## config.mk

```make
export PLATFORM = sky130hd
export DESIGN_NAME = prs_front
export DESIGN_NICKNAME = d
export VERILOG_FILES = /design/src/hw/rtl/prs_pkg.sv /design/src/hw/rtl/prs_front.sv
export SDC_FILE = /design/constraint.sdc
export NUM_CORES = 1
export LEC_CHECK = 0
export ABC_AREA = 1
export BUFFER_PORTS_ARGS = -buffer_cell sky130_fd_sc_hd__buf_2
export CAP_MARGIN = 20
export CORE_MARGIN = 2
export CORE_UTILIZATION = 35
export CTS_BUF_LIST = sky130_fd_sc_hd__clkbuf_16
export CTS_CLUSTER_DIAMETER = 80
export DETAILED_ROUTE_END_ITERATION = 10
export SLEW_MARGIN = 10
export SYNTH_ARGS = -nofsm -noshare
export SYNTH_HDL_FRONTEND = slang
export SYNTH_SLANG_ARGS = --single-unit
```

## constraint.sdc

```tcl
create_clock -name clk -period 16.65 [get_ports clk]
set_input_delay 0 -clock clk [delete_from_list [all_inputs] [get_ports clk]]
set_output_delay 0 -clock clk [all_outputs]
set_load 0.05 [all_outputs]
```

## src/hw/rtl/prs_pkg.sv

```systemverilog
`default_nettype none
// ----------------------------------------------------------------------------
// prs_pkg
// Shared types and constants of the 44.1 kHz stereo resampler core.
// ----------------------------------------------------------------------------
package prs_pkg;

  localparam int OUT_RATE_HZ = 44100;
  localparam int POS_W       = 42;       // frame (24) times rate (18)
  localparam int ROW_W       = 27;       // source frame index width
  localparam int LA_W        = 18;       // logical byte address width
  localparam int DIV_STEPS   = POS_W / 2;
  localparam int QDEPTH      = 4;
  localparam int QPTR_W      = $clog2(QDEPTH);
  localparam int CFG_IDX_W   = 2;
  localparam int CFG_DATA_W  = 18;

  localparam logic [15:0] OUT_RATE = 16'(OUT_RATE_HZ);
  localparam logic [17:0] DIV_D1   = 18'(OUT_RATE_HZ);
  localparam logic [17:0] DIV_D2   = 18'(2 * OUT_RATE_HZ);
  localparam logic [17:0] DIV_D3   = 18'(3 * OUT_RATE_HZ);

  localparam logic [CFG_IDX_W-1:0] CFG_DATA_BYTES = 2'd0;
  localparam logic [CFG_IDX_W-1:0] CFG_STEREO     = 2'd1;
  localparam logic [CFG_IDX_W-1:0] CFG_WIDE       = 2'd2;
  localparam logic [CFG_IDX_W-1:0] CFG_RATE       = 2'd3;

  localparam logic FUNC_WRITE = 1'b0;
  localparam logic FUNC_READ  = 1'b1;

  typedef struct packed {
    logic [16:0] data_bytes;
    logic        stereo;
    logic        wide_samples;
    logic [17:0] source_rate;
  } cfg_t;

  typedef struct packed {
    logic             func;
    logic [15:0]      byte_address;
    logic [7:0]       byte_value;
    logic [POS_W-1:0] pos;
  } cmd_t;

  typedef struct packed {
    logic full;
    logic empty;
  } q_status_t;

  typedef struct packed {
    logic busy;
    logic done;
  } div_status_t;

  // (u-128)*32767/127 truncated and clamped, as 258*d plus a small fixup
  function automatic logic signed [15:0] narrow_to_wide(input logic [7:0] u);
    logic signed [8:0]  d;
    logic signed [15:0] dw;
    logic signed [15:0] s;
    d  = $signed({1'b0, u}) - 9'sd128;
    dw = {{7{d[8]}}, d};
    s  = (dw <<< 8) + (dw <<< 1);
    if (u == 8'd0) begin
      s = -16'sd32768;
    end else if (u == 8'd255) begin
      s = s + 16'sd1;
    end else if (u == 8'd1) begin
      s = s - 16'sd1;
    end
    return s;
  endfunction

  function automatic logic signed [31:0] mul_sw(input logic signed [15:0] s,
                                                input logic [15:0] w);
    logic signed [32:0] p;
    p = s * $signed({1'b0, w});
    return p[31:0];
  endfunction

endpackage
`default_nettype wire

```

## src/hw/rtl/prs_front.sv

```systemverilog
`default_nettype none
// ----------------------------------------------------------------------------
// prs_front
// Command intake: registers each transfer and forms the queue entry with the
// scaled source position.
// ----------------------------------------------------------------------------
module prs_front import prs_pkg::*; (
  input  wire logic        clk,
  input  wire logic        rst,
  input  wire logic        start,
  output logic             busy,
  input  wire logic        func,
  input  wire logic [15:0] byte_address,
  input  wire logic [7:0]  byte_value,
  input  wire logic [23:0] out_frame,
  input  wire logic [17:0] source_rate,
  input  wire q_status_t   q_status,
  output logic             push,
  output cmd_t             push_data
);

  logic        stage_valid;
  logic        stage_func;
  logic [15:0] stage_addr;
  logic [7:0]  stage_value;
  logic [23:0] stage_frame;
  logic        take;

  assign busy = stage_valid & q_status.full;
  assign push = stage_valid & ~q_status.full;
  assign take = start & ~busy;

  always_comb begin
    push_data.func         = stage_func;
    push_data.byte_address = stage_addr;
    push_data.byte_value   = stage_value;
    push_data.pos          = stage_frame * source_rate;
  end

  always_ff @(posedge clk) begin
    if (rst) begin
      stage_valid <= 1'b0;
    end else if (take) begin
      stage_valid <= 1'b1;
    end else if (push) begin
      stage_valid <= 1'b0;
    end
  end

  always_ff @(posedge clk) begin
    if (take) begin
      stage_func  <= func;
      stage_addr  <= byte_address;
      stage_value <= byte_value;
      stage_frame <= out_frame;
    end
  end

endmodule
`default_nettype wire

```

### Word level (Yosys, flattened, before mapping)

Index checks and enable logic that the tools add are counted.

* input bits: 72
* memories: 0
* memory bits (read-only): 0
* logic and storage cells: 14
* register bits: 50
* latch bits: 0
* RAM bits: 0

* multiplexer cells: 2
* bitwise gates (word level): 5
* equal/unequal tests: 0
* $lt $le $gt $ge: 0
* div/mod/pow operators: 0
* add/sub/neg operators: 0
* shift-type cells: 0
* multipliers: 1
* reduce and logical (&&, ||, !) cells: 1

Operator list (count)
* 24-bit by 18-bit multiplier with 42-bit output: 1
* 1-bit AND: 3
* 1-bit two-way mux: 2
* 1-bit NOT: 2
* 2-bit nonzero test: 1

### Logic depth before layout (Yosys ltp)

* depth after elaboration: 4
* gate-level depth with buffers: 29
* gate-level depth less buffers: 27

### Worst setup path after synthesis

OpenSTA, ideal clock, no wires.

* path type: register to output
* start point: reg stage_frame[14]
* end point: out push_data[24] (netlist name)
* path buffers: 2
* arrival: 5.811 ns
* stages on the path, launching flop included: 23
* slack: 10.839 ns
* cell sequence: edfxtp_1 -> clkbuf_1 -> buf_1 -> nand2_1 -> fa_1 -> inv_1 -> fa_1 -> inv_1 -> fa_1 -> inv_1 -> fa_1 -> fa_1 -> inv_1 -> fa_1 -> inv_1 -> ha_1 -> nand2_1 -> inv_2 -> nand2_2 -> nor2_2 -> nand4_1 -> nand3_2 -> xor2_1

RTL lines
* start, declared: line prs_front.sv:26 `logic [23:0] stage_frame;`
* start signal, assigned: line prs_front.sv:55 `stage_frame <= out_frame;`
* end, declared: line prs_front.sv:19 `output cmd_t push_data`

==> flow_metrics.tcl <==
set metrics [dict create \
    status "completed" \
    cp-end-kind "output pin" \
    drt_wl_total_mm 42.1 \
    timing.fmax_mhz 153 \
    utilization 0.391 \
    cp.arrival_ns 6.55 \
    grt_max_degree 50 \
    grt-ovfl-total 0 \
    grt_pass1_wl_mm 71.5 \
    fp.dieH_um 220 \
    worstReg2RegStart "stage_valid" \
    clockRootBuffer "clkbuf_16" \
    hold_path_class "in -> out" \
    hp-start "q_status[1]" \
    clock_latency_ns 0.29 \
    synth-seq-area-share 0.0916 \
    startpoint_type "flop" \
    cts_num_sinks 50 \
    ctsHoldBuffers 51 \
    area_growth_pct 11.1 \
    worstRegToRegCells 4 \
    synth_seq_cells 50 \
    post-route-min-period_ns 6.55 \
    postPlaceCellArea_um2 17400 \
    drt_iter0_drc 594 \
    setup_violations 0 \
    num_rows 79 \
    syn_avg_cell_area_um2 7.75 \
    clockBufferDepth 2 \
    core_um2 46300 \
    cp.required_ns 16.65 \
    maxCapViolations 0 \
    nets 2756 \
    vias_per_cell 4.60 \
    numCtsBuffers 5 \
    start_util 0.352 \
    regArea_um2 1490 \
    finalMaxSlewViolations 0 \
    synth.distinct_cells 28 \
    cp_max_fo 18 \
    ant_nets 0 \
    clk_pin_slew_ns 0.06 \
    cts_tree "yes" \
    synthesis.area_um2 16300 \
    tns_ns 0 \
    synth_top_area_frac 0.433 \
    rsz0062_at_grt "no" \
    dpl.hpwl_mm 33.5 \
    grt_pass1_vias 14400 \
    hold_violations 0 \
    final.period_utilization 0.393 \
    post-cts-setup-buffer-count 0 \
    drc 0 \
    final_cells 2824 \
    vias 13000 \
    cts.repair.resized 0 \
    drt-pass1-iter-count 5 \
    num_io_pins 141 \
    portBuffers 139 \
    relSlewSlack 0.317 \
    r2r-end "stage_frame[4]" \
    n_antenna_cell 0 \
    layout_common_cells "inv_1, nand2_1, fa_1" \
    final_common_cell "inv_1" \
    synth_warnings 0 \
    cts_max_level 2 \
    min_to "push" \
    grtUsageTotal 0.187 \
    synth_top_area_cell "fa_1" \
    whs_path_depth 3 \
    clock_skew_ns 0.00486 \
    synthTopCellsByArea "fa_1, inv_1, nand2_1, edfxtp_1, ha_1" \
    r2r_slack_ns 15.20 \
    syn_nets 2642 \
    netlist_instances 2102 \
    die-width_um 220 \
    fillers 4833 \
    multi_input_area_um2 11900 \
    drive_gt1_frac 0.0798 \
    die_area_um2 48300 \
    fin_area_um2 18100 \
    crit_type "reg -> out" \
    place_inst 2765 \
    wl_per_cell_um 14.9 \
    tightest_slew_ns 1.03 \
    grt_antenna_before_repair 0 \
    gp_congestion 0.870 \
]
-- kinds of logic (layout without fill, tap and decap cells) --
| logic type | Yosys count | in the layout | synth area share |
|---|---|---|---|
| buffers and inverters | 765 | 880 | 0.176 |
| AND/OR/NAND/NOR | 739 | 739 | 0.180 |
| adder cells (fa/ha/maj) | 468 | 468 | 0.522 |
| AO/OA/AOI/OAI | 58 | 58 | 0.0188 |
| flip-flops | 50 | 50 | 0.0916 |
| XOR/XNOR | 22 | 22 | 0.0118 |
-- synthesized netlist by cell type --
master,n
buf_4,1
nand4_1,1
nor4_1,3
nor3_2,1
o21ai_0,14
o21bai_1,5
nand3_2,8
inv_2,2
nand3_1,20
nor2_1,41
clkbuf_1,76
nand2_2,12
ha_1,116
nor2_2,5
xor2_1,18
a31oi_1,1
a21boi_0,1
nand3b_1,1
inv_1,678
dfxtp_1,1
xnor2_1,4
buf_1,8
a21oi_1,37
and2_1,2
nor3_1,8
nand2_1,637
edfxtp_1,49
fa_1,352
-- worst max-delay path, stage by stage (launching register included) --
cell and delay [ns]:
edfxtp_1 0.90, nand2_1 0.19, fa_1 0.57, inv_1 0.08, fa_1 0.54, inv_1 0.05, fa_1 0.49, inv_1 0.05
fa_1 0.53, fa_1 0.50, inv_1 0.05, fa_1 0.53, inv_1 0.05, ha_1 0.37, nand2_1 0.10, nor2_1 0.15
inv_1 0.13, nor2_2 0.12, nand3b_1 0.11, nand3_2 0.15, nand2_1 0.10, nand2_1 0.07, nand2_1 0.04, nand2_1 0.10
buf_2 0.27
-- flip-flops by register name, indices dropped and copies added, names as in the netlist --
signal and cells:
stage_func 1, stage_addr 16, stage_valid 1, stage_value 8, stage_frame 24
-- layout make-up --
type                       count  share of cell area
multi-input combinational   1287               0.659
inverter                     680               0.141
sequential                    50              0.0824
timing repair buffer         192              0.0675
tap                          607              0.0420
clock buffer                   5             0.00691
clock inverter                 3            0.000968
-- worst max-delay path by stage --
stage | from | slack, ns | to
2_1_floorplan | stage_frame[14] | 10.84 | push_data[24]
3_3_place_gp | stage_frame[21] | 10.51 | push_data[41]
3_5_place_dp | stage_frame[21] | 10.45 | push_data[41]
4_1_cts | stage_frame[21] | 10.09 | push_data[41]
5_1_grt | stage_frame[19] | 9.72 | push_data[41]
6_report | stage_frame[21] | 10.10 | push_data[41]
-- stage by stage --
step           setup WS [ns]  hold WS (ns)
4_1_cts                10.09         0.318
6_report               10.10         0.318
5_1_grt                 9.72         0.330
3_3_place_gp           10.51         0.154
3_5_place_dp           10.45         0.159
2_1_floorplan          10.84        0.0691
-- layer usage --
| metal | global-route usage | up-vias | wire (um) |
|---|---|---|---|
| li1 | - | 6056 | - |
| met1 | 0.230 | 6505 | 17200 |
| met2 | 0.346 | 370 | 21600 |
| met3 | 0.0186 | 69 | 2170 |
| met4 | 0.0501 | 0 | 1090 |
| met5 | 0 | - | 0 |
Power is not shown: default switching activity piles up to over one toggle a cycle in this logic, so the estimate is an artifact.
