**config.mk**
```make
export PLATFORM = sky130hd
export DESIGN_NAME = prs_queue
export DESIGN_NICKNAME = d
export VERILOG_FILES = /design/src/hw/rtl/prs_pkg.sv /design/src/hw/rtl/prs_queue.sv
export SDC_FILE = /design/constraint.sdc
export NUM_CORES = 1
export LEC_CHECK = 0
export BUFFER_PORTS_ARGS = -buffer_cell sky130_fd_sc_hd__buf_2
export CORE_ASPECT_RATIO = 1.25
export CORE_MARGIN = 4
export CORE_UTILIZATION = 42
export CTS_CLUSTER_SIZE = 8
export DETAILED_ROUTE_END_ITERATION = 16
export HOLD_SLACK_MARGIN = 0.12
export PLACE_DENSITY_LB_ADDON = 0.1
export SYNTH_ARGS = -nofsm -noshare
export SYNTH_HDL_FRONTEND = slang
export SYNTH_SLANG_ARGS = --single-unit
```
**constraint.sdc**
```tcl
create_clock -name clk -period 4.3 [get_ports clk]
set_input_delay 0.215 -clock clk [delete_from_list [all_inputs] [get_ports clk]]
set_output_delay 0.215 -clock clk [all_outputs]
set_load 0.01 [all_outputs]
```
**src/hw/rtl/prs_pkg.sv**
```systemverilog
`default_nettype none
// ----------------------------------------------------------------------------
// prs_pkg
// Shared types and constants of the 44.1 kHz stereo resampler core.
// ----------------------------------------------------------------------------
package prs_pkg;

  localparam int OUT_RATE_HZ = 44100;
  localparam int POS_W       = 42;       // frame (24) times rate (18)
  localparam int ROW_W       = 27;       // source frame index width
  localparam int LA_W        = 18;       // logical byte address width
  localparam int DIV_STEPS   = POS_W / 2;
  localparam int QDEPTH      = 4;
  localparam int QPTR_W      = $clog2(QDEPTH);
  localparam int CFG_IDX_W   = 2;
  localparam int CFG_DATA_W  = 18;

  localparam logic [15:0] OUT_RATE = 16'(OUT_RATE_HZ);
  localparam logic [17:0] DIV_D1   = 18'(OUT_RATE_HZ);
  localparam logic [17:0] DIV_D2   = 18'(2 * OUT_RATE_HZ);
  localparam logic [17:0] DIV_D3   = 18'(3 * OUT_RATE_HZ);

  localparam logic [CFG_IDX_W-1:0] CFG_DATA_BYTES = 2'd0;
  localparam logic [CFG_IDX_W-1:0] CFG_STEREO     = 2'd1;
  localparam logic [CFG_IDX_W-1:0] CFG_WIDE       = 2'd2;
  localparam logic [CFG_IDX_W-1:0] CFG_RATE       = 2'd3;

  localparam logic FUNC_WRITE = 1'b0;
  localparam logic FUNC_READ  = 1'b1;

  typedef struct packed {
    logic [16:0] data_bytes;
    logic        stereo;
    logic        wide_samples;
    logic [17:0] source_rate;
  } cfg_t;

  typedef struct packed {
    logic             func;
    logic [15:0]      byte_address;
    logic [7:0]       byte_value;
    logic [POS_W-1:0] pos;
  } cmd_t;

  typedef struct packed {
    logic full;
    logic empty;
  } q_status_t;

  typedef struct packed {
    logic busy;
    logic done;
  } div_status_t;

  // (u-128)*32767/127 truncated and clamped, as 258*d plus a small fixup
  function automatic logic signed [15:0] narrow_to_wide(input logic [7:0] u);
    logic signed [8:0]  d;
    logic signed [15:0] dw;
    logic signed [15:0] s;
    d  = $signed({1'b0, u}) - 9'sd128;
    dw = {{7{d[8]}}, d};
    s  = (dw <<< 8) + (dw <<< 1);
    if (u == 8'd0) begin
      s = -16'sd32768;
    end else if (u == 8'd255) begin
      s = s + 16'sd1;
    end else if (u == 8'd1) begin
      s = s - 16'sd1;
    end
    return s;
  endfunction

  function automatic logic signed [31:0] mul_sw(input logic signed [15:0] s,
                                                input logic [15:0] w);
    logic signed [32:0] p;
    p = s * $signed({1'b0, w});
    return p[31:0];
  endfunction

endpackage
`default_nettype wire

```
**src/hw/rtl/prs_queue.sv**
```systemverilog
`default_nettype none
// ----------------------------------------------------------------------------
// prs_queue
// Small command queue between intake and execution.
// ----------------------------------------------------------------------------
module prs_queue import prs_pkg::*; (
  input  wire logic clk,
  input  wire logic rst,
  input  wire logic push,
  input  wire cmd_t push_data,
  input  wire logic pop,
  output cmd_t      head,
  output q_status_t status
);

  cmd_t              slots [QDEPTH];
  logic [QPTR_W-1:0] wr_ptr;
  logic [QPTR_W-1:0] rd_ptr;
  logic [QPTR_W:0]   count;

  assign status.full  = (count == (QPTR_W + 1)'(QDEPTH));
  assign status.empty = (count == '0);
  assign head         = slots[rd_ptr];

  always_ff @(posedge clk) begin
    if (rst) begin
      wr_ptr <= '0;
      rd_ptr <= '0;
      count  <= '0;
    end else begin
      if (push) begin
        wr_ptr <= wr_ptr + 1'b1;
      end
      if (pop) begin
        rd_ptr <= rd_ptr + 1'b1;
      end
      if (push && !pop) begin
        count <= count + 1'b1;
      end else if (pop && !push) begin
        count <= count - 1'b1;
      end
    end
  end

  always_ff @(posedge clk) begin
    if (push) begin
      slots[wr_ptr] <= push_data;
    end
  end

`ifndef SYNTHESIS
  a_no_overflow: assert property (@(posedge clk) disable iff (rst)
    push |-> !status.full) else $error("queue push while full");
  a_no_underflow: assert property (@(posedge clk) disable iff (rst)
    pop |-> !status.empty) else $error("queue pop while empty");
  a_count_up: assert property (@(posedge clk) disable iff (rst)
    (push && !pop) |=> (count == $past(count) + 1'b1))
    else $error("queue count did not advance");
`endif

endmodule
`default_nettype wire

```
**Word-level counts from Yosys, hierarchy flattened**

Memories as Yosys holds them, arrays and structs flattened. A register that Yosys moved wholly into a read port is not among the register bits.
Cells that the tools add are included.
W data, S select, Z words.

- Muxes and demuxes: 6
- Divide/modulo/power cells: 0
- Magnitude comparators: 0
- Add/sub/neg operators: 4
- Bitwise gates (word level): 0
- Equality and inequality tests: 1
- Shifts and indexed selects: 0
- Reductions and logical operators: 6
- Multiply operators: 0

Operator list:

| operator | number |
|---|---|
| $mux W3 | 2 |
| $add A2 B1 Y2 const B | 2 |
| $mux W2 | 2 |
| $add A3 B1 Y3 const B | 1 |
| $eq A3 B3 Y1 const B | 1 |
| $logic_not A3 Y1 | 1 |
| $sub A3 B1 Y3 const B | 1 |
| $logic_and A1 B1 Y1 | 2 |
| $logic_not A1 Y1 | 2 |
| $mux W1 | 2 |
| $reduce_bool A2 Y1 | 1 |

- Output and inout port bits: 69
- Bits of input ports: 71
- Memory bits (writable): 268
- Bits in latches: 0
- Register bits: 7
- Memory bits (read-only): 0
- Memories kept: 1

Memory list:

| name | depth | width | read ports | clocked after Yosys merged registers in | wr ports | RTL line | text |
|---|---|---|---|---|---|---|---|
| slots | 4 | 67 | 1 | 1 | 1 | prs_queue.sv:16 | `cmd_t slots [QDEPTH];` |

**Logic depth before layout (Yosys ltp)**

- Depth in word-level cells: 4
- Depth in mapped cells: 7
- Depth with buffers taken out: 7

**Least setup slack after synthesis**

OpenSTA, ideal clock, no wires.

- Path type: reg-to-reg
- Start point: reg wr_ptr[0]
- End point: mem slots[0][0] (netlist bit) (enable)
- Setup slack: 1.753 ns
- Arrival time: 2.115 ns
- Period minus slack after synthesis: 2.547 ns
- Path buffers: 0
- Stages on the path, launching flop included: 4
- Data required time: 3.868 ns
- Setup time: 0.432 ns
- Path through: dfxtp_1 -> inv_1 -> ha_1 -> and2_1

RTL lines:

| item | RTL line | text |
|---|---|---|
| start, declared | prs_queue.sv:17 | `logic [QPTR_W-1:0] wr_ptr;` |
| start signal, assigned | prs_queue.sv:32 | `wr_ptr <= wr_ptr + 1'b1;` |
| end, declared | prs_queue.sv:16 |  |

Straight into the memory's write port.

==> qor.csv <==
metric,value,unit
Worst setup EP type,primary output,
H-tree lvl count,2,
#FFs+latches synth,277,
Post-Syn Instances,394,
TritonCTS clock tree,yes,
RSZ-0062 raised after global routing,no,
Final min period,2800,ps
"Seq/Total Area, Yosys",81.2,%
P per Cell Area,503,nW/µm²
PortBufs,139,
vias in the first global route,5411,
antenna-violating nets left,0,
Initial DRC Count,238,
maximum buffer depth of the clock tree,3,
Syn Area/Cell,25.7,µm²
DR DRC count,0,
Slew HR,26.5,%
grt ovf,0,
Yosys top cell by area,edfxtp_1,
status,completed,
Final Skew,12.3,ps
slew at the pin with the worst max-slew slack,1100,ps
worst hold slack,462,ps
HPWL Detailed,10500,µm
register area,8240,µm²
root buffer cell,clkbuf_16,
Total Power,6.52,mW
Post-Syn Area,10100,µm²
first-pass GRT wire length,30100,µm
initial core utilization,42.7,%
final worst-path cycle share,65.0,%
FMAX,358,MHz
initial antenna violation count,1,
gpl congestion,0.693,
Die H,182,µm
final hold viol count,0,
type of origin of the critical path,register,
drt first pass iters,4,
max-cap check violation count,0,
cts-stage hold buffer count,71,
Final Max Tran Viols,0,
CTS Sinks,277,
synth top area cells,"edfxtp_1 (79%), mux4_2 (15%), dfxtp_1 (1.8%)",
Die W,147,µm
PostCTS Resize Cnt,0,
standby leakage power,4.45,nW
Cell variety after synth,23,
final worst slack,1500,ps
total die area,26700,µm²
pre-CTS setup slack,1850,ps
vias per cell,4.88,
CP Max Fanout,39,
Fillers,1861,
"Reg clk slew, reported paths",50,ps
Avg WL per Cell,19.4,µm
critical path arrival,2580,ps
Total GRT Usage,14.6,%
number of top-level pins,140,
Worst EP required,4090,ps
Worst Setup Path Type,register to primary output,
Area growth syn-to-layout,28.1,%
area of the multi-input gates,1750,µm²
post-synthesis net count,471,
TritonCTS buffer count,40,
largest net degree at the start of global routing,68,
row count,63,
largest vdd supply drop,0.000317,V
Hold Crit Class,primary input to register,
Vias,4775,
top-area cell type share of the netlist area,79.4,%
YS warnings,0,
nets,711,
Final TNS setup,0,ps
endpoints failing setup,0,
postcts setup bufs,0,
drt total wl,19000,µm
Core Footprint,23700,µm²
Worst-Skew Late Latency,500,ps
layout cells sized above 1,39.9,%
==> Yosys cell counts <==
library cell	instances
buf_12	4
inv_1	4
dfxtp_1	9
nand2_1	1
edfxtp_1	268
or3_1	1
o21ai_0	1
mux4_2	67
xnor2_1	2
buf_4	3
clkbuf_1	1
mux2i_1	2
fa_1	1
and2_1	4
nor3_1	1
xor2_1	3
buf_1	3
ha_1	5
nor3b_1	1
buf_6	1
buf_2	4
a21oi_1	1
nor2_1	7
==> cell type report <==
class | instances | area share [%]
diodes | 1 | 0.0193
clock buffers | 58 | 8.56
clock inverters | 2 | 0.164
inverters | 4 | 0.116
multi-input cells | 97 | 13.5
flip-flops and latches | 277 | 63.5
well taps | 325 | 3.13
repair buffers | 214 | 11.1
==> through the flow <==
stage                     std cells  instance area, µm²  utilization [%]
after floorplan                 394               10100                -
after global placement          846               11100             46.9
after detailed placement        846               11100             46.9
after CTS                       977               13000             54.7
after global routing            978               13000             54.7
final                           978               13000             54.7
==> logic make-up (layout without fill, tap and decap cells) <==
kind of cell               after synthesis  after routing  share of synthesized area (%)
adders and majority gates                6              6                          0.815
DFF                                    277            277                           81.2
muxes                                   69             69                           15.1
buffers and inverters                   20            278                           1.62
AOI/OAI and AO/OA                        2              2                         0.0987
other                                    0              1                              0
xor gates and xnor gates                 5              5                          0.432
and+or+nand+nor                         15             15                          0.729
==> sequential cells by signal, summed over array words and instances (netlist names), named ones only <==
name / flops
rd_ptr: 2
slots: 268
wr_ptr: 2
count: 3
==> where the power goes <==
part,leakage [nW],switching (mW),total (mW),internal [mW]
registers,2.54,0.0761,3.19,3.11
logic,1.36,0.272,0.568,0.296
clock network,0.547,1.01,2.77,1.76
==> path summary, 6_finish.rpt <==
check | to | from | depth (start not counted) | slack (ps)
min | slots[0][57] | push_data[57] | 2 | 460
max reg2reg | slots[2][38] | wr_ptr[0] | 4 | 2250
max | head[4] | register | 3 | 1500
min reg2reg | rd_ptr[1] | rd_ptr[1] | 2 | 530
==> per-layer routing <==
| layer | vias up | wire [µm] | global-route usage (%) |
|---|---|---|---|
| met3 | 30 | 1090 | 4.02 |
| met5 | - | 0 | 0 |
| met2 | 127 | 9940 | 24.9 |
| met1 | 2459 | 7620 | 18.4 |
| met4 | 0 | 351 | 4.48 |
| li1 | 2159 | - | - |
==> placed cells by master (no fill, tap or decap) <==
| master | Yosys | final |
|---|---|---|
| and2_4 | 0 | 4 |
| buf_4 | 3 | 4 |
| diode_2 | 0 | 1 |
| or3_1 | 1 | 1 |
| dlygate4sd3_1 | 0 | 71 |
| o21ai_0 | 1 | 1 |
| dfxtp_1 | 9 | 7 |
| nor3b_1 | 1 | 1 |
| clkinv_8 | 0 | 1 |
| dfxtp_4 | 0 | 2 |
| inv_1 | 4 | 4 |
| ha_1 | 5 | 5 |
| clkinv_2 | 0 | 1 |
| a21oi_1 | 1 | 1 |
| xnor2_1 | 2 | 2 |
| mux4_2 | 67 | 67 |
| fa_1 | 1 | 1 |
| buf_2 | 4 | 139 |
| nor2_1 | 7 | 7 |
| edfxtp_1 | 268 | 268 |
| mux2i_1 | 2 | 2 |
| clkbuf_1 | 1 | 16 |
| xor2_1 | 3 | 3 |
| clkbuf_16 | 0 | 42 |
| nand2_1 | 1 | 1 |
| nor3_1 | 1 | 1 |
==> critical path, stage by stage (launching register included) <==
cell	delay [ps]
dfxtp_4	870
buf_4	470
mux4_2	580
buf_2	160
(Power assumes the default switching activity.)
